[src/hw/rtl/kch_pkg.sv]
// Shared types, constants and helper functions of the k-mer count histogram.
package kch_pkg;

   localparam int MAX_K      = 8;
   localparam int WIN_W      = 2 * MAX_K;
   localparam int HIST_DEPTH = 1 << WIN_W;
   localparam int RUN_W      = 4;
   localparam int K_W        = 4;
   localparam int CNT_W      = 32;
   localparam int IDX_W      = 16;
   localparam int Q_DEPTH    = 4;
   localparam int Q_PTR_W    = $clog2(Q_DEPTH);
   localparam int Q_CNT_W    = $clog2(Q_DEPTH + 1);

   localparam logic [K_W-1:0]   K_RESET = K_W'(4);
   localparam logic [CNT_W-1:0] CNT_SAT = {CNT_W{1'b1}};

   localparam logic [7:0] CHAR_A     = 8'h41;
   localparam logic [7:0] CHAR_C     = 8'h43;
   localparam logic [7:0] CHAR_G     = 8'h47;
   localparam logic [7:0] CHAR_T     = 8'h54;
   localparam logic [7:0] CHAR_LOW_A = 8'h61;
   localparam logic [7:0] CHAR_LOW_Z = 8'h7A;
   localparam logic [7:0] CASE_DIFF  = 8'h20;

   localparam logic [1:0] CODE_A = 2'd0;
   localparam logic [1:0] CODE_C = 2'd1;
   localparam logic [1:0] CODE_G = 2'd2;
   localparam logic [1:0] CODE_T = 2'd3;

   // What the back end has to do with one queued transaction.
   typedef enum logic [1:0] {
      OP_NONE,
      OP_READ,
      OP_INCR
   } kch_op_type;

   typedef struct packed {
      kch_op_type       op;
      logic [WIN_W-1:0] addr;
   } kch_job_type;

   // Returns {valid, code} for one ASCII byte after case folding.
   function automatic logic [2:0] base_lookup(input logic [7:0] ch);
      logic [7:0] up;
      logic [2:0] res;
      begin
         up = ((ch >= CHAR_LOW_A) && (ch <= CHAR_LOW_Z)) ? (ch - CASE_DIFF) : ch;
         case (up)
            CHAR_A:  res = {1'b1, CODE_A};
            CHAR_C:  res = {1'b1, CODE_C};
            CHAR_G:  res = {1'b1, CODE_G};
            CHAR_T:  res = {1'b1, CODE_T};
            default: res = 3'b000;
         endcase
         return res;
      end
   endfunction

   function automatic logic [CNT_W-1:0] sat_inc(input logic [CNT_W-1:0] v);
      return (v == CNT_SAT) ? CNT_SAT : (v + CNT_W'(1));
   endfunction

endpackage

[src/hw/rtl/kch_front.sv]
// Front end: holds k, the rolling base window and run length, and classifies transactions.
module kch_front (
   input  logic                       clock,
   input  logic                       reset,
   input  logic                       csr_we,
   input  logic [kch_pkg::K_W-1:0]    csr_wdata,
   input  logic                       accept,
   input  logic                       req_type,
   input  logic [7:0]                 base_char,
   input  logic                       sequence_start,
   input  logic [kch_pkg::IDX_W-1:0]  count_index,
   output kch_pkg::kch_job_type       job
);

   logic [kch_pkg::K_W-1:0]   kmer_length_ff;
   logic [kch_pkg::WIN_W-1:0] window_ff, window_in, base_win, mask;
   logic [kch_pkg::RUN_W-1:0] run_ff, run_in, base_run, run_next;
   logic [kch_pkg::K_W-1:0]   k_eff;
   logic [kch_pkg::WIN_W:0]   mask_full;
   logic [2:0]                lookup;
   logic                      counted;

   always_comb begin
      priority if (kmer_length_ff == '0) begin
         k_eff = kch_pkg::K_W'(1);
      end else if (kmer_length_ff > kch_pkg::K_W'(kch_pkg::MAX_K)) begin
         k_eff = kch_pkg::K_W'(kch_pkg::MAX_K);
      end else begin
         k_eff = kmer_length_ff;
      end
   end

   assign mask_full = ({{kch_pkg::WIN_W{1'b0}}, 1'b1} << {k_eff, 1'b0})
                      - {{kch_pkg::WIN_W{1'b0}}, 1'b1};
   assign mask      = mask_full[kch_pkg::WIN_W-1:0];

   assign lookup   = kch_pkg::base_lookup(base_char);
   assign base_win = sequence_start ? '0 : window_ff;
   assign base_run = sequence_start ? '0 : run_ff;
   assign run_next = (base_run < kch_pkg::RUN_W'(kch_pkg::MAX_K))
                     ? (base_run + kch_pkg::RUN_W'(1)) : base_run;

   always_comb begin
      window_in = window_ff;
      run_in    = run_ff;
      counted   = 1'b0;
      if (!req_type) begin
         if (lookup[2]) begin
            window_in = (base_win << 2) | kch_pkg::WIN_W'(lookup[1:0]);
            run_in    = run_next;
            counted   = (run_next >= kch_pkg::RUN_W'(k_eff));
         end else begin
            window_in = '0;
            run_in    = '0;
         end
      end
   end

   always_comb begin
      if (req_type) begin
         job.op   = kch_pkg::OP_READ;
         job.addr = count_index;
      end else if (counted) begin
         job.op   = kch_pkg::OP_INCR;
         job.addr = window_in & mask;
      end else begin
         job.op   = kch_pkg::OP_NONE;
         job.addr = window_in & mask;
      end
   end

   always_ff @(posedge clock) begin
      if (reset) begin
         kmer_length_ff <= kch_pkg::K_RESET;
         window_ff      <= '0;
         run_ff         <= '0;
      end else begin
         if (csr_we) begin
            kmer_length_ff <= csr_wdata;
         end
         if (accept) begin
            window_ff <= window_in;
            run_ff    <= run_in;
         end
      end
   end

endmodule

[config.mk]
export PLATFORM = sky130hd
export DESIGN_NAME = kch_front
export DESIGN_NICKNAME = d
export VERILOG_FILES = /design/src/hw/rtl/kch_pkg.sv /design/src/hw/rtl/kch_front.sv
export SDC_FILE = /design/constraint.sdc
export NUM_CORES = 1
export LEC_CHECK = 0
export BUFFER_PORTS_ARGS = -buffer_cell sky130_fd_sc_hd__buf_2
export CORE_MARGIN = 5
export CORE_UTILIZATION = 53
export DETAILED_ROUTE_END_ITERATION = 16
export PLACE_DENSITY = 0.92
export RECOVER_POWER = 100
export SLEW_MARGIN = 20
export SYNTH_ARGS = -nofsm -noshare
export SYNTH_HDL_FRONTEND = slang
export SYNTH_SLANG_ARGS = --single-unit
[constraint.sdc]
create_clock -name clock -period 3.2 [get_ports clock]
set_input_delay 0.32 -clock clock [delete_from_list [all_inputs] [get_ports clock]]
set_output_delay 0.32 -clock clock [all_outputs]
set_load 0.02 [all_outputs]
==> results.txt, run 1 <==
----------------------------------------------------
[Status]
  Status ... completed

[Global route]
  Pin count of the biggest net entering global routing ... 24
  Vias in the first global route ... 1409
  Wire length of the first global-routing pass ... 6270 um
  GR Layer Usage met1 ... 0.243
  Met2 usage in global routing ... 0.313
  GRT Resource Usage Total ... 0.189
  Number of antenna violations at the first check in global routing ... 0
  Global Route met3 Usage ... 0.0522
  Global routing's busiest layer ... met2
  GRT Residual Overflow ... 0

[Setup path]
  Worst Path Max Fanout ... 13
  Data arrival time of the critical path ... about 2600 ps
  Number of cells on the critical path ... 7
  Crit path buf inv count ... 3
  Kind of cell with the highest combined delay on the critical path ... simple AND/OR/NAND/NOR gates
  Crit start category ... input port
  Required time of the critical path ... 2880 ps
  Cell repeated most along the worst path ... buf_2
  Worst-case reg-to-reg path depth ... 5
  Highest-delay cell along the critical path ... nor4b_2
  Sort of element at the end of the critical path ... output port
  CP Cell Sequence ... buf_2 > inv_1 > ha_1 > o31a_1 > nor4b_2 > a32o_1 > buf_2
  Crit Path Class ... input port to output port
  Critical path's largest stage delay ... 1000 ps

[Hold path]
  Cell depth of the worst min-delay path ... 2
  Tightest Hold Check Type ... input port to register

[Route]
  Routed wire length ... 3670 um
  DRT antenna net count ... 0
  Wire length per cell ... 15.6 um
  Iteration-0 DRC count of the detailed router ... 75
  Average via count per standard cell ... 6.21
  Detailed-route via count ... about 1500
  DRC ... 0
  Pre-Repair DR Iteration Count ... 4

[Layout]
  Area added between synthesis and finish ... 17.5%
  Final-layout fill cell count ... around 260
  Util after Layout ... 0.634
  Antenna diode instance count ... 0
  Cell Count, Final, Fillers Out ... 235
  Nets@finish ... 246
  Fraction of layout cells with a size suffix above 1 ... 0.314

[Clock network]
  Register clock-pin slew on the reported worst setup and hold paths ... about 120 ps
  Number of gates resized after cts ... 0
  Cts bufs inserted ... 3
  H-tree levels ... 1
  Max Buffers Root-to-Sink ... 2
  Post-CTS setup buffer count ... 0
  Master cell of the clock root buffer ... clkbuf_4
  Quantity of hold-fixing buffers added after cts ... 0
  CTS tree ... built
  Number of sinks on the clock net ... 22
  Skew-Pair Late Insertion Delay ... 310 ps

[Timing]
  Fin. max-slew vios ... 0
  Count of final setup violators ... 0
  Worst hold slack ... 205 ps
  Maximum operating frequency ... around 350 MHz
  Period utilization ... 0.896
  Worst Tran Pin Value ... 1380 ps
  Post-route setup TNS ... 0 ps
  Setup repair after global routing missed its margin ... false
  Total count of hold-check failures in the final report ... 0
  Slew margin rel. ... 0.0708
  Final worst path period need ... 2870 ps
  Worst Skew ... about 1.6 ps

[Placed design]
  Post-detailed-placement half-perimeter wirelength ... 2780 um
  Weighted congestion reported at the end of routability-driven placement ... 0.805
  I/O Buffers ... 51
  Number of placed instances with taps included ... 231

[Synth]
  Post-synthesis sequential area ratio ... 0.301
  Fraction of synthesized area in multiplexers ... 0.0282
  Number of nets produced by synthesis ... 202
  Largest family of logic cells by synthesized area ... compound AO/OA/AOI/OAI gates
  Async set or reset register ratio after synthesis ... 0
  Adder-Cell Fraction of Synth Area ... 0.0599
  Synth Area in XOR/XNOR ... 0.0180
  Fraction of the mapped netlist area in compound gates ... 0.337
  Top post-synthesis cells by area ... dfxtp_1 30%, a32o_1 14%, ha_1 6.0%
  Area share of the largest cell type after synthesis ... 0.301
  Most used flip-flop cell after synthesis ... dfxtp_1
  Simple-Gate Fraction of Synth Area ... 0.191
  Commonest cells in the netlist ... 22 x dfxtp_1, 21 x a32o_1, 14 x nand2_1, 12 x nor2_1, 11 x clkbuf_1
  Count of distinct cell types in the synthesized netlist ... 44
  Post-Synthesis Mean Instance Area ... between 9 and 10 um2
  Synthesized area ... 1460 um2
  Number of storage elements in the synthesis netlist ... 22
  Synthesis warning total ... 0
  Count of flip-flops with a built-in enable after synthesis ... 0
  Most used standard cell by instance count after synthesis ... dfxtp_1
  Yosys top cell by area ... dfxtp_1
  Cell count after synthesis ... 161

[Pwr]
  Largest voltage drop on the vdd net ... 0.285 mV
  PwrDens ... around 330 nW/um2
  Leak pwr ... slightly below 0.0008 uW

[Floorplan]
  DIE WIDTH ... 62.5 um
  Row count ... 19
  Core Region ... 2710 um2
  IO Count ... 52
  Die area ... 3910 um2
  Effective utilization at floorplan ... 0.540
  Chip Height ... about 63 um

[Flow run]
  Max-cap viol count ... 0

----------------------------------------------------
[area by class of cell]
class | instances | area [um2] | share of cell area
clock buffer | 4 | 36.3 | 0.0211
inverter | 7 | 26.3 | 0.0153
multi-input combinational | 118 | 913 | 0.531
sequential | 22 | 440 | 0.256
tap | 31 | 38.8 | 0.0226
timing repair buffer | 53 | 264 | 0.154
[worst reg2reg max path, cell delays in order, from the launching register on]
cell	delay (ps)
dfxtp_1	410
nor2b_1	160
ha_1	180
nand2b_1	60
a32o_1	280
a22o_1	200
[through the flow]
step	power [uW]	worst slack, ps	area [um2]
2_1_floorplan	373	729	1460
5_1_grt	604	226	1720
4_1_cts	577	543	1740
6_report	570	332	1720
3_5_place_dp	421	660	1710
3_3_place_gp	419	680	1710
[final timing paths]
| check | startpoint | slack (ps) | end |
|---|---|---|---|
| max | base_char[5] | 330 | job[14] |
| min | csr_wdata[2] | 200 | kmer_length_ff[2] |
| max reg2reg | run_ff[0] | 1830 | run_ff[2] |
| min reg2reg | window_ff[12] | 490 | window_ff[12] |
[placed cells by master (no fill, tap or decap), types with 2 or more instances in the layout]
master and count:
nand2_1 14, nor2_1 12, nor2b_1 5, a32o_2 6, clkbuf_1 5, a21oi_1 3, a22o_1 3, mux2i_1 3
buf_4 2, clkinv_1 2, clkbuf_4 3, o21ai_0 5, buf_2 46, a32o_1 21, nor4_1 3, xor2_1 2
nand2b_1 3, inv_1 5, o41ai_1 4, nor3_1 2, ha_1 7, dfxtp_1 22, o21a_1 2, o31a_1 2
a211o_1 2
[routing by layer]
layer / routed length, um / share of wire
met1: 1550 / 0.42
met2: 1830 / 0.50
met5: 0 / 0
met4: 40 / 0.011
met3: 245 / 0.067
[cell families (layout without fill, tap and decap cells)]
| family | count (synthesis) | after routing |
|---|---|---|
| adder cells (fa/ha/maj) | 7 | 7 |
| XOR/XNOR | 3 | 3 |
| AND/OR/NAND/NOR | 49 | 49 |
| other | 1 | 1 |
| AO/OA/AOI/OAI | 54 | 54 |
| buffers and inverters | 21 | 64 |
| multiplexers | 4 | 4 |
| flip-flops | 22 | 22 |
[sequential cells by signal, summed over array words and instances, names as in the netlist]
name            flops
kmer_length_ff      4
window_ff          14
run_ff              4
[report_power, final]
group          internal [uW]  switching (uW)
registers                277            7.20
logic                   54.6            74.7
clock network           69.5            87.3
total                    401             169
Note: power is estimated with default switching activity, not from simulation.
==> inputs of run 2 (changes only) <==
==> constraint.sdc (replaced) <==
create_clock -name clock -period 3.2 [get_ports clock]
set_input_delay 0.64 -clock clock [delete_from_list [all_inputs] [get_ports clock]]
set_output_delay 0.64 -clock clock [all_outputs]
set_load 0.02 [all_outputs]
==> results.txt, run 2 (same netlist as run 1, synthesis figures left out) <==
----------------------------------------------------
[Global route]
  Number of antenna violations at the first check in global routing ... 0
  GRT Resource Usage Total ... 0.192
  Vias in the first global route ... ~1400
  GRT Residual Overflow ... 0
  Pin count of the biggest net entering global routing ... 24
  Wire length of the first global-routing pass ... 6310 um

[Clock network]
  Number of gates resized after cts ... 0
  Skew-Pair Late Insertion Delay ... 310 ps
  CTS tree ... built
  Quantity of hold-fixing buffers added after cts ... 0
  Post-CTS setup buffer count ... 0
  H-tree levels ... 1
  Register clock-pin slew on the reported worst setup and hold paths ... 110 ps
  Max Buffers Root-to-Sink ... 2
  Number of sinks on the clock net ... 22
  Cts bufs inserted ... 3
  Master cell of the clock root buffer ... clkbuf_4

[Pwr]
  Leak pwr ... 0.000800 uW
  PwrDens ... ~330 nW/um2
  Largest voltage drop on the vdd net ... about 0.24 mV
  Overall power ... 568 uW

[Layout]
  Area taken by flip-flops and latches ... 440 um2
  Largest registers ranked by flip-flop count ... window_ff: 14 flops, kmer_length_ff: 4 flops, run_ff: 4 flops
  Nets@finish ... 247
  Antenna diode instance count ... 0
  Commonest non-fill, non-tap cell in the layout ... buf_2
  Number of flip-flops in the largest register ... 14
  Final-layout fill cell count ... 251
  Fraction of layout cells with a size suffix above 1 ... 0.327
  Area added between synthesis and finish ... 19.1%
  Leading cell types in the layout, fill and taps excluded ... 34 x buf_2, 22 x dfxtp_1, 21 x a32o_1
  Area taken by multi-input logic gates ... 931 um2
  Most flops, register ... window_ff

[Timing]
  Worst Tran Pin Value ... 1020 ps
  Period utilization ... 0.955
  Post-route setup TNS ... 0 ps
  Maximum operating frequency ... 327 MHz
  Final worst slack ... between 100 and 150 ps
  Worst Skew ... 6.94 ps
  Worst hold slack ... just under 500 ps
  Total count of hold-check failures in the final report ... 0
  Final worst path period need ... between 3000 and 4000 ps
  Fin. max-slew vios ... 0
  Count of final setup violators ... 0
  Setup repair after global routing missed its margin ... false
  Slew margin rel. ... 0.319

[Setup path]
  Kind of cell with the highest combined delay on the critical path ... buffers and inverters
  Worst Path Max Fanout ... 13
  Required time of the critical path ... 2560 ps
  Register-to-register path setup slack ... roughly 1800 ps
  Critical path's largest stage delay ... 390 ps
  Crit Path Class ... input port to output port
  Data arrival time of the critical path ... 2420 ps
  Sort of element at the end of the critical path ... output port
  Crit start category ... input port
  CP Cell Sequence ... buf_2 > inv_1 > ha_1 > o31a_1 > nor4b_4 > clkbuf_2 > a32o_1 > clkbuf_2
  Cell repeated most along the worst path ... clkbuf_2
  Crit path buf inv count ... 4
  Highest-delay cell along the critical path ... o31a_1

[Placed design]
  Post-detailed-placement half-perimeter wirelength ... 2940 um
  I/O Buffers ... 51
  Weighted congestion reported at the end of routability-driven placement ... 0.810
  Pre-CTS setup slack ... 216 ps

[Floorplan]
  DIE WIDTH ... roughly 63 um
  Chip Height ... 62.5 um
  Core Region ... 2710 um2
  Row count ... 19
  Effective utilization at floorplan ... 0.540
  IO Count ... 52
  Die area ... 3910 um2

[Route]
  DRC ... 0
  Wire length per cell ... 16.2 um
  Iteration-0 DRC count of the detailed router ... 56
  Average via count per standard cell ... between 6 and 7
  Routed wire length ... 3830 um
  Detailed-route via count ... 1472
  Pre-Repair DR Iteration Count ... 4
  DRT antenna net count ... 0

[Status]
  Status ... completed

[Flow run]
  Max-cap viol count ... 0

[Hold path]
  Tightest Hold Check Type ... register to register

----------------------------------------------------
run 2: worst paths after layout:
path | to | cells past startpoint | from
worst min-delay path | window_ff[0] | 2 | window_ff[0]
worst min register to register | window_ff[0] | 2 | window_ff[0]
worst max register to register | run_ff[1] | 4 | run_ff[1]
worst max-delay path | job[7] | 8 | base_char[6]
run 2: final cells by class:
| class | instances | share of cell area |
|---|---|---|
| timing repair buffer | 54 | 0.154 |
| multi-input combinational | 118 | 0.534 |
| tap | 31 | 0.0223 |
| inverter | 7 | 0.0151 |
| clock buffer | 4 | 0.0208 |
| sequential | 22 | 0.253 |
run 2: routing by layer:
metal,GRT usage,up-vias,share of wire
met5,0,-,0
met4,0.0531,0,0.0099
met3,0.0486,6,0.063
met2,0.333,48,0.51
met1,0.233,708,0.41
li1,-,710,-
run 2: report_power, final:
group | switching, uW | leakage [uW] | internal, uW
clock | 81.8 | 0.0000210 | 69.5
combinational | 77.5 | 0.000601 | 54.8
sequential | 7.20 | 0.000178 | 277
total | 166 | 0.000800 | 401
run 2: stage by stage:
stage | std cells | utilization | area, um2
global route | 236 | 0.643 | 1740
global placement | 232 | 0.633 | 1710
detailed placement | 232 | 0.633 | 1710
finish | 236 | 0.643 | 1740
CTS | 236 | 0.646 | 1750
floorplan | 161 | - | 1460
run 2: worst reg2reg max path, cell delays in order, from the launching register on:
cell and delay (ps):
dfxtp_1 400, nor2b_1 180, ha_1 240, mux2_2 280
a22o_1 210
