--- src/hw/rtl/kch_pkg.sv ---
// Shared types, constants and helper functions of the k-mer count histogram.
package kch_pkg;

   localparam int MAX_K      = 8;
   localparam int WIN_W      = 2 * MAX_K;
   localparam int HIST_DEPTH = 1 << WIN_W;
   localparam int RUN_W      = 4;
   localparam int K_W        = 4;
   localparam int CNT_W      = 32;
   localparam int IDX_W      = 16;
   localparam int Q_DEPTH    = 4;
   localparam int Q_PTR_W    = $clog2(Q_DEPTH);
   localparam int Q_CNT_W    = $clog2(Q_DEPTH + 1);

   localparam logic [K_W-1:0]   K_RESET = K_W'(4);
   localparam logic [CNT_W-1:0] CNT_SAT = {CNT_W{1'b1}};

   localparam logic [7:0] CHAR_A     = 8'h41;
   localparam logic [7:0] CHAR_C     = 8'h43;
   localparam logic [7:0] CHAR_G     = 8'h47;
   localparam logic [7:0] CHAR_T     = 8'h54;
   localparam logic [7:0] CHAR_LOW_A = 8'h61;
   localparam logic [7:0] CHAR_LOW_Z = 8'h7A;
   localparam logic [7:0] CASE_DIFF  = 8'h20;

   localparam logic [1:0] CODE_A = 2'd0;
   localparam logic [1:0] CODE_C = 2'd1;
   localparam logic [1:0] CODE_G = 2'd2;
   localparam logic [1:0] CODE_T = 2'd3;

   // What the back end has to do with one queued transaction.
   typedef enum logic [1:0] {
      OP_NONE,
      OP_READ,
      OP_INCR
   } kch_op_type;

   typedef struct packed {
      kch_op_type       op;
      logic [WIN_W-1:0] addr;
   } kch_job_type;

   // Returns {valid, code} for one ASCII byte after case folding.
   function automatic logic [2:0] base_lookup(input logic [7:0] ch);
      logic [7:0] up;
      logic [2:0] res;
      begin
         up = ((ch >= CHAR_LOW_A) && (ch <= CHAR_LOW_Z)) ? (ch - CASE_DIFF) : ch;
         case (up)
            CHAR_A:  res = {1'b1, CODE_A};
            CHAR_C:  res = {1'b1, CODE_C};
            CHAR_G:  res = {1'b1, CODE_G};
            CHAR_T:  res = {1'b1, CODE_T};
            default: res = 3'b000;
         endcase
         return res;
      end
   endfunction

   function automatic logic [CNT_W-1:0] sat_inc(input logic [CNT_W-1:0] v);
      return (v == CNT_SAT) ? CNT_SAT : (v + CNT_W'(1));
   endfunction

endpackage

--- src/hw/rtl/kch_queue.sv ---
// Short queue of classified jobs between the front end and the histogram back end.
module kch_queue (
   input  logic                  clock,
   input  logic                  reset,
   input  logic                  push,
   input  kch_pkg::kch_job_type  push_job,
   input  logic                  pop,
   output kch_pkg::kch_job_type  pop_job,
   output logic                  full,
   output logic                  not_empty
);

   kch_pkg::kch_job_type             slot_ff [kch_pkg::Q_DEPTH];
   logic [kch_pkg::Q_PTR_W-1:0]      wr_ptr_ff, rd_ptr_ff;
   logic [kch_pkg::Q_CNT_W-1:0]      count_ff, count_in;

   assign full      = (count_ff == kch_pkg::Q_CNT_W'(kch_pkg::Q_DEPTH));
   assign not_empty = (count_ff != '0);
   assign pop_job   = slot_ff[rd_ptr_ff];

   always_comb begin
      count_in = count_ff;
      if (push && !pop) begin
         count_in = count_ff + kch_pkg::Q_CNT_W'(1);
      end else if (pop && !push) begin
         count_in = count_ff - kch_pkg::Q_CNT_W'(1);
      end
   end

   always_ff @(posedge clock) begin
      if (reset) begin
         wr_ptr_ff <= '0;
         rd_ptr_ff <= '0;
         count_ff  <= '0;
      end else begin
         count_ff <= count_in;
         if (push) begin
            wr_ptr_ff <= wr_ptr_ff + kch_pkg::Q_PTR_W'(1);
         end
         if (pop) begin
            rd_ptr_ff <= rd_ptr_ff + kch_pkg::Q_PTR_W'(1);
         end
      end
   end

   always_ff @(posedge clock) begin
      if (push) begin
         slot_ff[wr_ptr_ff] <= push_job;
      end
   end

   a_no_overflow: assert property (@(posedge clock) disable iff (reset)
      full |-> !(push && !pop))
      else $error("job queue written while full");

   a_no_underflow: assert property (@(posedge clock) disable iff (reset)
      !not_empty |-> !pop)
      else $error("job queue read while empty");

endmodule

--- config.mk ---
export PLATFORM = sky130hd
export DESIGN_NAME = kch_queue
export DESIGN_NICKNAME = d
export VERILOG_FILES = /design/src/hw/rtl/kch_pkg.sv /design/src/hw/rtl/kch_queue.sv
export SDC_FILE = /design/constraint.sdc
export NUM_CORES = 1
export LEC_CHECK = 0
export ABC_AREA = 1
export BUFFER_PORTS_ARGS = -buffer_cell sky130_fd_sc_hd__buf_2
export CAP_MARGIN = 20
export CORE_MARGIN = 2
export CORE_UTILIZATION = 45
export DETAILED_ROUTE_END_ITERATION = 16
export MAX_ROUTING_LAYER = met4
export PLACE_DENSITY_LB_ADDON = 0.2
export SYNTH_ARGS = -nofsm -noshare
export SYNTH_HDL_FRONTEND = slang
export SYNTH_SLANG_ARGS = --single-unit
--- constraint.sdc ---
create_clock -name clock -period 3.2 [get_ports clock]
set_input_delay 0.48 -clock clock [delete_from_list [all_inputs] [get_ports clock]]
set_output_delay 0.48 -clock clock [all_outputs]
set_load 0.01 [all_outputs]
==> impl_results.md, run 1 <==
- Status: completed
- Post-CTS sizing: 0
- Yosys cell types: 19
- Global-route usage over all layers: 16.9%
- Detailed Routing Iterations Pass 1: 4
- Max stage delay cell, worst path: dfxtp_1
- Antenna violation net count after detailed routing: 0
- Tmin final: between 2 and 2.5 ns
- Worst path required time: 2.72 ns
- FMAX: 409 MHz
- Final slew viol count: 0
- Cells after synthesis: 233
- Slowest stage delay, CP: 0.73 ns
- Worst setup EP type: output pin
- Crit path kind: reg -> out
- Drt initial violations: 184
- Fin nets: 305
- Detailed Place HPWL: 3370 µm
- Reg-to-reg slack, setup: around 1.6 ns
- Critical Path Source Type: register
- Final period util: between 70% and 80%
- Full die area: around 7700 µm²
- Worst Path Max Fanout: 19
- Mapped Area: roughly 3200 µm²
- Port Buffers: 41
- Final core occ: between 50% and 60%
- Post-synthesis sequential area ratio: 74.2%
- Worst ir drop on vdd: 0.260 mV
- Diode count: 0
- Slew headroom: between 40% and 50%
- HP Class: in -> reg
- Core area: between 6000 and 7000 µm²
- Clk pin slew, worst setup/hold paths: about 0.07 ns
- Setup TNS: 0 ns
- Initial antenna violation count: 0
- Post-CTS Hold Fix Bufs: 0
- First-pass GRT wire length: 9190 µm
- Overflow after GRT: 0
- Clk root buf: clkbuf_8
- Total power: 2.22 mW
- Vias: 1894
- Hold Violations, Final: 0
- Initial Utilization: 46.4%
- Num CTS Buffers: 9
- Setup WS pre-CTS: 1.08 ns
- Vias in the first global route: 1847
- Clock Sinks: 81
- Layout Skew: 0.00513 ns
- DR DRC count: 0
- Worst setup margin: 0.753 ns
- Leakage: 1.35 nW
- # setup viols final: 0
- Largest net degree at the start of global routing: 37
- Placer Congestion: 0.732
- Deepest clock path buffer count: 2
- H-tree levels: 3
- Worst Tran Pin Value: 0.834 ns
- Standard-cell rows: 30
- Clock latency on the worst-skew pair: about 0.35 ns
- CTS tree: yes
- Worst endpoint data arrival time: between 1.5 and 2 ns
- Final WL: 5620 µm
- Register bit count reported by yosys: 81
- Unrepaired setup endpoints after global routing: no
- Max_cap viols: 0
- Worst-path cell chain: clkinv_2, o21ai_0, o22ai_1, buf_2
- Io pins: 42
- Share of layout cells above drive strength 1: 20.9%
- Chip Height: 87.7 µm
- Final hold slack: between 0.3 and 0.4 ns
- Synthesized area per cell: 13.5 µm²
- Pwr per Cell Area: 616 nW/µm²
- Die Width: just under 90 µm
- Syn_nets: 261
- Synth warnings: 0
- Post-CTS setup buffer count: 0
- Layout area overhead: 14.2%
- Routed WL per cell: 14.9 µm
- Vias per cell: 5.01
[layout by cell type (no fill, tap or decap)]
master,count
a21oi_1,3
buf_2,41
buf_4,2
bufinv_16,2
clkbuf_8,9
clkinv_1,2
clkinv_2,3
clkinvlp_4,1
dfxtp_1,9
edfxtp_1,72
fa_1,1
ha_1,5
inv_1,15
inv_8,1
nand2_1,10
nand3_1,1
nand4_1,1
nor2_1,43
nor3_1,1
o21ai_0,26
o21ai_1,15
o22ai_1,18
xor2_1,1
[power by group]
part | internal, mW | switching, mW
sequential | 1.20 | 0.0212
combinational | 0.0784 | 0.141
clock | 0.431 | 0.343
[synth_stat cells]
cell | number | area share, %
nand3_1 | 1 | 0.16
inv_8 | 1 | 0.36
clkinv_2 | 1 | 0.16
nor3_1 | 1 | 0.16
inv_1 | 15 | 1.8
nand2_1 | 10 | 1.2
a21oi_1 | 3 | 0.48
fa_1 | 1 | 0.63
o21ai_0 | 26 | 4.1
ha_1 | 5 | 2.0
edfxtp_1 | 72 | 69
buf_6 | 7 | 2.5
nor2_1 | 43 | 5.1
xor2_1 | 1 | 0.28
nand4_1 | 1 | 0.20
o21ai_1 | 15 | 2.4
buf_4 | 3 | 0.71
o22ai_1 | 18 | 3.6
dfxtp_1 | 9 | 5.7
[registers in the layout, summed over array words and instances, names as in the netlist, named ones only]
name / cells
count_ff: 3
rd_ptr_ff: 2
wr_ptr_ff: 2
slot_ff: 72
[layout make-up]
cell class | count | area [µm²]
Multi-Input combinational cell | 125 | 639
Clock buffer | 9 | 124
Tap cell | 96 | 120
Sequential cell | 81 | 2340
Fill cell | 567 | 3190
Clock inverter | 7 | 85.1
Timing Repair Buffer | 43 | 220
Inverter | 17 | 72.6
[kinds of logic after synthesis]
logic type / share of synthesized area, %
DFF: 74.2
AOI/OAI and AO/OA: 10.5
and+or+nand+nor: 6.82
buffers and inverters: 5.51
adders and majority gates: 2.62
xor gates and xnor gates: 0.278
[stage by stage]
stage | instances | instance area, µm²
2_1_floorplan | 233 | 3160
3_3_place_gp | 362 | 3390
3_5_place_dp | 362 | 3390
4_1_cts | 378 | 3600
5_1_grt | 378 | 3600
6_report | 378 | 3600
[routing by layer]
metal	vias up	track usage (%)	part of all wire, %
met5	-	-	0
met4	0	8.81	1.5
met3	7	4.05	5.4
met2	62	25.8	49
met1	895	20.9	44
li1	930	-	-
[worst max-delay path: cells and delay by family, from the launching register on]
| family | cells | cell delay, ns |
|---|---|---|
| AOI/OAI and AO/OA | 2 | 0.30 |
| buffers and inverters | 2 | 0.59 |
| DFF | 1 | 0.73 |
[worst paths after layout]
| path | to | from | cells past startpoint |
|---|---|---|---|
| max | pop_job[13] | register | 4 |
| min | count_ff[0] | reset | 2 |
| max reg2reg | slot_ff[0][11] | wr_ptr_ff[0] | 4 |
| min reg2reg | rd_ptr_ff[1] | rd_ptr_ff[1] | 1 |
No activity file was read; power rests on OpenSTA's default activity.
==> run 2: changes to the inputs <==
Clock period 3.2 ns to 2 ns, I/O delays scaled along.
==> impl_results.md, run 2 (synthesized netlist as in run 1, its figures left out) <==
- Placer Congestion: 0.704 (-3.9%)
- Worst endpoint data arrival time: 1.48 ns (-0.49 ns)
- Drt initial violations: 97 (-47%)
- Clk root buf: clkbuf_8
- Fin area: 3730 µm² (+3.4%)
- Total power: 3.73 mW (+68%)
- Antenna violation net count after detailed routing: 0 (unchanged)
- Tmin final: 1.78 ns
- Overflow after GRT: 0 (unchanged)
- Setup WS pre-CTS: 0.515 ns (-0.564 ns)
- Chip Height: 87.7 µm (unchanged)
- Detailed Place HPWL: 3600 µm (+6.8%)
- Worst Tran Pin Value: 0.365 ns (-0.470 ns)
- Share of layout cells above drive strength 1: 23.5% (+2.6 points)
- Vias: 1901 (+0.37%)
- Io pins: 42 (unchanged)
- Largest regs: slot_ff x72, count_ff x3
- Worst setup margin: 0.222 ns (-0.530 ns)
- Largest net degree at the start of global routing: 38 (+2.7%)
- Vias per cell: 4.94 (-1.5%)
- HP Class: in -> reg
- Die Width: 87.7 µm (unchanged)
- DR DRC count: 0 (unchanged)
- Port Buffers: 41 (unchanged)
- Deepest clock path buffer count: 2 (unchanged)
- Fin nets: 312 (+2.3%)
- First-pass GRT wire length: 9320 µm (+1.4%)
- Worst-path cell chain: clkinv_2, o21ai_0, o22ai_1, buf_2
- Max_cap viols: 0 (unchanged)
- Num CTS Buffers: 9 (unchanged)
- Initial antenna violation count: 0 (unchanged)
- Full die area: 7700 µm² (unchanged)
- Final WL: 5710 µm (+1.8%)
- H-tree levels: 3 (unchanged)
- Status: completed
- Worst setup EP type: output pin
- Most frequent cells in the layout: edfxtp_1 (72), nor2_1 (43), buf_2 (41)
- Post-CTS Hold Fix Bufs: 0 (unchanged)
- CTS tree: yes
- Worst r2r src: wr_ptr_ff[0]
- Largest register by flop count: slot_ff
- Clk pin slew, worst setup/hold paths: 0.07 ns (about the same)
- Leakage: 1.41 nW (+4.9%)
- Detailed Routing Iterations Pass 1: 4 (unchanged)
- Diode count: 0 (unchanged)
- Final slew viol count: 0 (unchanged)
- Global-route usage over all layers: 17.0% (+0.17 points)
- Clock latency on the worst-skew pair: 0.35 ns (about the same)
- Initial Utilization: 46.4% (unchanged)
- Worst Path Max Fanout: 18 (-1)
- Area after DPL: 3480 µm² (+2.7%)
- Core area: 6790 µm² (unchanged)
- Slowest stage delay, CP: 0.44 ns (-0.29 ns)
- Post-CTS setup buffer count: 0 (unchanged)
- Most common cell after layout, fill and taps aside: edfxtp_1
- Post-CTS sizing: 0 (unchanged)
- Critical Path Source Type: register
- Unrepaired setup endpoints after global routing: no
- Max stage delay cell, worst path: dfxtp_1
- # setup viols final: 0 (unchanged)
- Pwr per Cell Area: 1000 nW/µm² (+63%)
- Standard-cell rows: 30 (unchanged)
- FMAX: 562 MHz
- Worst path required time: 1.70 ns (-1.02 ns)
- Fillers: 597 (+5.3%)
- Layout area overhead: 18.1%
- Crit path kind: reg -> out
- Worst ir drop on vdd: 0.485 mV (+87%)
- Slew headroom: 75.7% (+31 points)
- Clock Sinks: 81 (unchanged)
- Hold Startpoint: reset
- Hold Violations, Final: 0 (unchanged)
- Setup TNS: 0 ns (unchanged)
- Final hold slack: 0.119 ns (-0.181 ns)
- Final period util: between 80% and 90%
- Routed WL per cell: 14.8 µm (about the same)
- Max FFs per register: 72 (unchanged)
- Vias in the first global route: 1949 (+5.5%)
- Layout Skew: 0.0114 ns (+0.00629 ns)
run 2: path summary, 6_finish.rpt:
path              endpoint  slack, ns  depth (start not counted)
max            pop_job[13]       0.22                          4
max reg2reg  slot_ff[3][0]       0.66                          4
min reg2reg   rd_ptr_ff[1]       0.48                          1
min            count_ff[0]       0.12                          2
run 2: per-stage QoR:
step,std cells,utilization [%]
3_3_place_gp,369,51.3
4_1_cts,385,54.8
2_1_floorplan,233,-
3_5_place_dp,369,51.3
6_report,385,54.8
5_1_grt,385,54.8
run 2: cell type report:
type | instances | area, µm² | share of cell area (%)
Clock buffer | 9 | 124 | 3.32
Sequential cell | 81 | 2340 | 62.9
Inverter | 17 | 72.6 | 1.95
Multi-Input combinational cell | 125 | 639 | 17.2
Clock inverter | 7 | 118 | 3.16
Tap cell | 96 | 120 | 3.22
Timing Repair Buffer | 50 | 310 | 8.33
run 2: power by group:
part	total (mW)	switching, mW	leakage (nW)	internal, mW
Clock	1.40	0.573	0.124	0.831
Sequential	1.95	0.0308	0.736	1.92
Combinational	0.375	0.232	0.555	0.143
Total	3.73	0.836	1.41	2.90
run 2: critical path: cells and delay by family (launching register included):
kind / cells / cell delay (ns)
compound gates: 2 / 0.26
buf+inv: 2 / 0.44
flops: 1 / 0.44
run 2: routing by layer:
| layer | vias to the layer above | part of all wire [%] | track usage, % |
|---|---|---|---|
| met5 | - | 0 | - |
| met3 | 9 | 3.0 | 3.86 |
| met1 | 921 | 47 | 21.1 |
| li1 | 939 | - | - |
| met4 | 0 | 1.9 | 8.25 |
| met2 | 32 | 48 | 26.5 |
==> run 3: changes to the inputs <==
Settings changed: GPL_TIMING_DRIVEN set to 0.
==> impl_results.md, run 3 (synthesized netlist as in run 1, its figures left out) <==
- Worst-path cell chain: buf_4, clkinv_2, buf_6, o21ai_1, o22ai_1, buf_2
- Worst path required time: 1.70 ns (about the same)
- Total power: 3.86 mW (+3.3%)
- Layout area overhead: 18.5%
- Clk root buf: clkbuf_8
- H-tree levels: 3 (unchanged)
- Leakage: 1.42 nW (+0.55%)
- DR DRC count: 0 (unchanged)
- HP Class: in -> reg
- Placed instance count: 370 (+0.27%)
- Initial Utilization: 46.4% (unchanged)
- Deepest clock path buffer count: 2 (unchanged)
- Drt initial violations: 119 (+23%)
- Detailed Place HPWL: 3640 µm (+1.1%)
- Routed WL per cell: 15.5 µm (+4.8%)
- Die Width: 87.7 µm (unchanged)
- Vias in the first global route: 1830 (-6.1%)
- Max_cap viols: 0 (unchanged)
- Clk pin slew, worst setup/hold paths: 0.08 ns (about the same)
- Final WL: 6000 µm (+5.0%)
- # setup viols final: 0 (unchanged)
- Antenna violation net count after detailed routing: 0 (unchanged)
- Crit path kind: reg -> out
- Pwr per Cell Area: 1030 nW/µm² (+3.0%)
- Layout Skew: 0.00448 ns (-0.00693 ns)
- Final hold slack: 0.113 ns (-0.00607 ns)
- Setup WS pre-CTS: 0.308 ns (-0.207 ns)
- Global-route usage over all layers: 17.0% (-0.066 points)
- Final core occ: 55.0% (+0.18 points)
- Hold Startpoint: reset
- Largest net degree at the start of global routing: 19 (-50%)
- Slowest stage delay, CP: 0.31 ns (-0.13 ns)
- Max stage delay cell, worst path: dfxtp_1
- Io pins: 42 (unchanged)
- Post-CTS sizing: 0 (unchanged)
- Number of standard cells in the final layout excluding fillers: 386 (+0.26%)
- Fillers: 558 (-6.5%)
- Share of layout cells above drive strength 1: 23.4% (-0.081 points)
- Slew headroom: 43.8% (-32 points)
- Vias per cell: 4.93 (-0.10%)
- Worst endpoint data arrival time: 1.54 ns (+0.06 ns)
- Worst Tran Pin Value: 0.843 ns (+0.478 ns)
- Most common cell after layout, fill and taps aside: edfxtp_1
- Fin nets: 313 (+0.32%)
- Worst setup EP type: output pin
- CTS tree: yes
- Most frequent cells in the layout: edfxtp_1 (72), nor2_1 (43), buf_2 (41)
- Final period util: 92.1% (+3.2 points)
- Detailed Routing Iterations Pass 1: 4 (unchanged)
- Vias: 1904 (+0.16%)
- Hold Violations, Final: 0 (unchanged)
- Core area: 6790 µm² (unchanged)
- Largest register by flop count: slot_ff
- Unrepaired setup endpoints after global routing: no
- Initial antenna violation count: 0 (unchanged)
- Port Buffers: 41 (unchanged)
- Worst Path Max Fanout: 10 (-8)
- Setup TNS: 0 ns (unchanged)
- Chip Height: 87.7 µm (unchanged)
- Full die area: 7700 µm² (unchanged)
- Placer Congestion: 0.685 (-2.6%)
- FMAX: 543 MHz (-3.4%)
- Diode count: 0 (unchanged)
- Overflow after GRT: 0 (unchanged)
- Worst r2r src: wr_ptr_ff[0]
- Fin area: 3740 µm² (+0.34%)
- Num CTS Buffers: 9 (unchanged)
- Max FFs per register: 72 (unchanged)
- Clock latency on the worst-skew pair: 0.35 ns (about the same)
- Worst ir drop on vdd: 0.572 mV (+18%)
- Standard-cell rows: 30 (unchanged)
- Tmin final: 1.84 ns (+0.0632 ns)
- Clock Sinks: 81 (unchanged)
- Worst setup margin: 0.159 ns (-0.0632 ns)
- Largest regs: slot_ff x72, count_ff x3
- Status: completed
- Final slew viol count: 0 (unchanged)
- Post-CTS setup buffer count: 0 (unchanged)
- First-pass GRT wire length: 8960 µm (-3.8%)
- Area after DPL: 3480 µm² (-0.11%)
- Post-CTS Hold Fix Bufs: 0 (unchanged)
- Critical Path Source Type: register
run 3: changes by cell type in the layout (fill, tap and decap cells not counted), sizes merged:
| cell | change |
|---|---|
| bufinv | +1 |
| clkinv | -1 |
| clkbuf | +1 |
| inv | -1 |
| buf | +1 |
run 3: power by group:
group	total [mW]	switching [mW]	internal, mW
Sequential	1.95	0.0270	1.92
Combinational	0.390	0.243	0.147
Clock	1.52	0.565	0.952
run 3: area by class of cell:
| type | count | area (µm²) | area share (%) |
|---|---|---|---|
| Buffer | 10 | 101 | 2.71 |
| Clock buffer | 10 | 128 | 3.41 |
| Clock inverter | 6 | 130 | 3.48 |
| Inverter | 17 | 72.6 | 1.94 |
| Multi-Input combinational cell | 125 | 639 | 17.1 |
| Sequential cell | 81 | 2340 | 62.7 |
| Tap cell | 96 | 120 | 3.21 |
| Timing Repair Buffer | 41 | 205 | 5.49 |
run 3: critical path, delay by kind of cell (launching register included):
kind                   cells  cell delay (ns)
buffers and inverters      4             0.64
AO/OA/AOI/OAI              2             0.25
flip-flops                 1             0.31
run 3: path summary, 6_finish.rpt:
check | end | slack (ns) | depth (start not counted)
max | pop_job[2] | 0.16 | 6
min | count_ff[0] | 0.11 | 2
max reg2reg | slot_ff[2][2] | 0.35 | 4
min reg2reg | rd_ptr_ff[1] | 0.45 | 1
run 3: metal layers:
metal	vias up	global-route usage [%]	wire length, µm
met5	-	-	0
met4	0	5.73	56
met3	5	5.66	260
met2	44	26.4	2860
met1	912	20.9	2830
li1	943	-	-
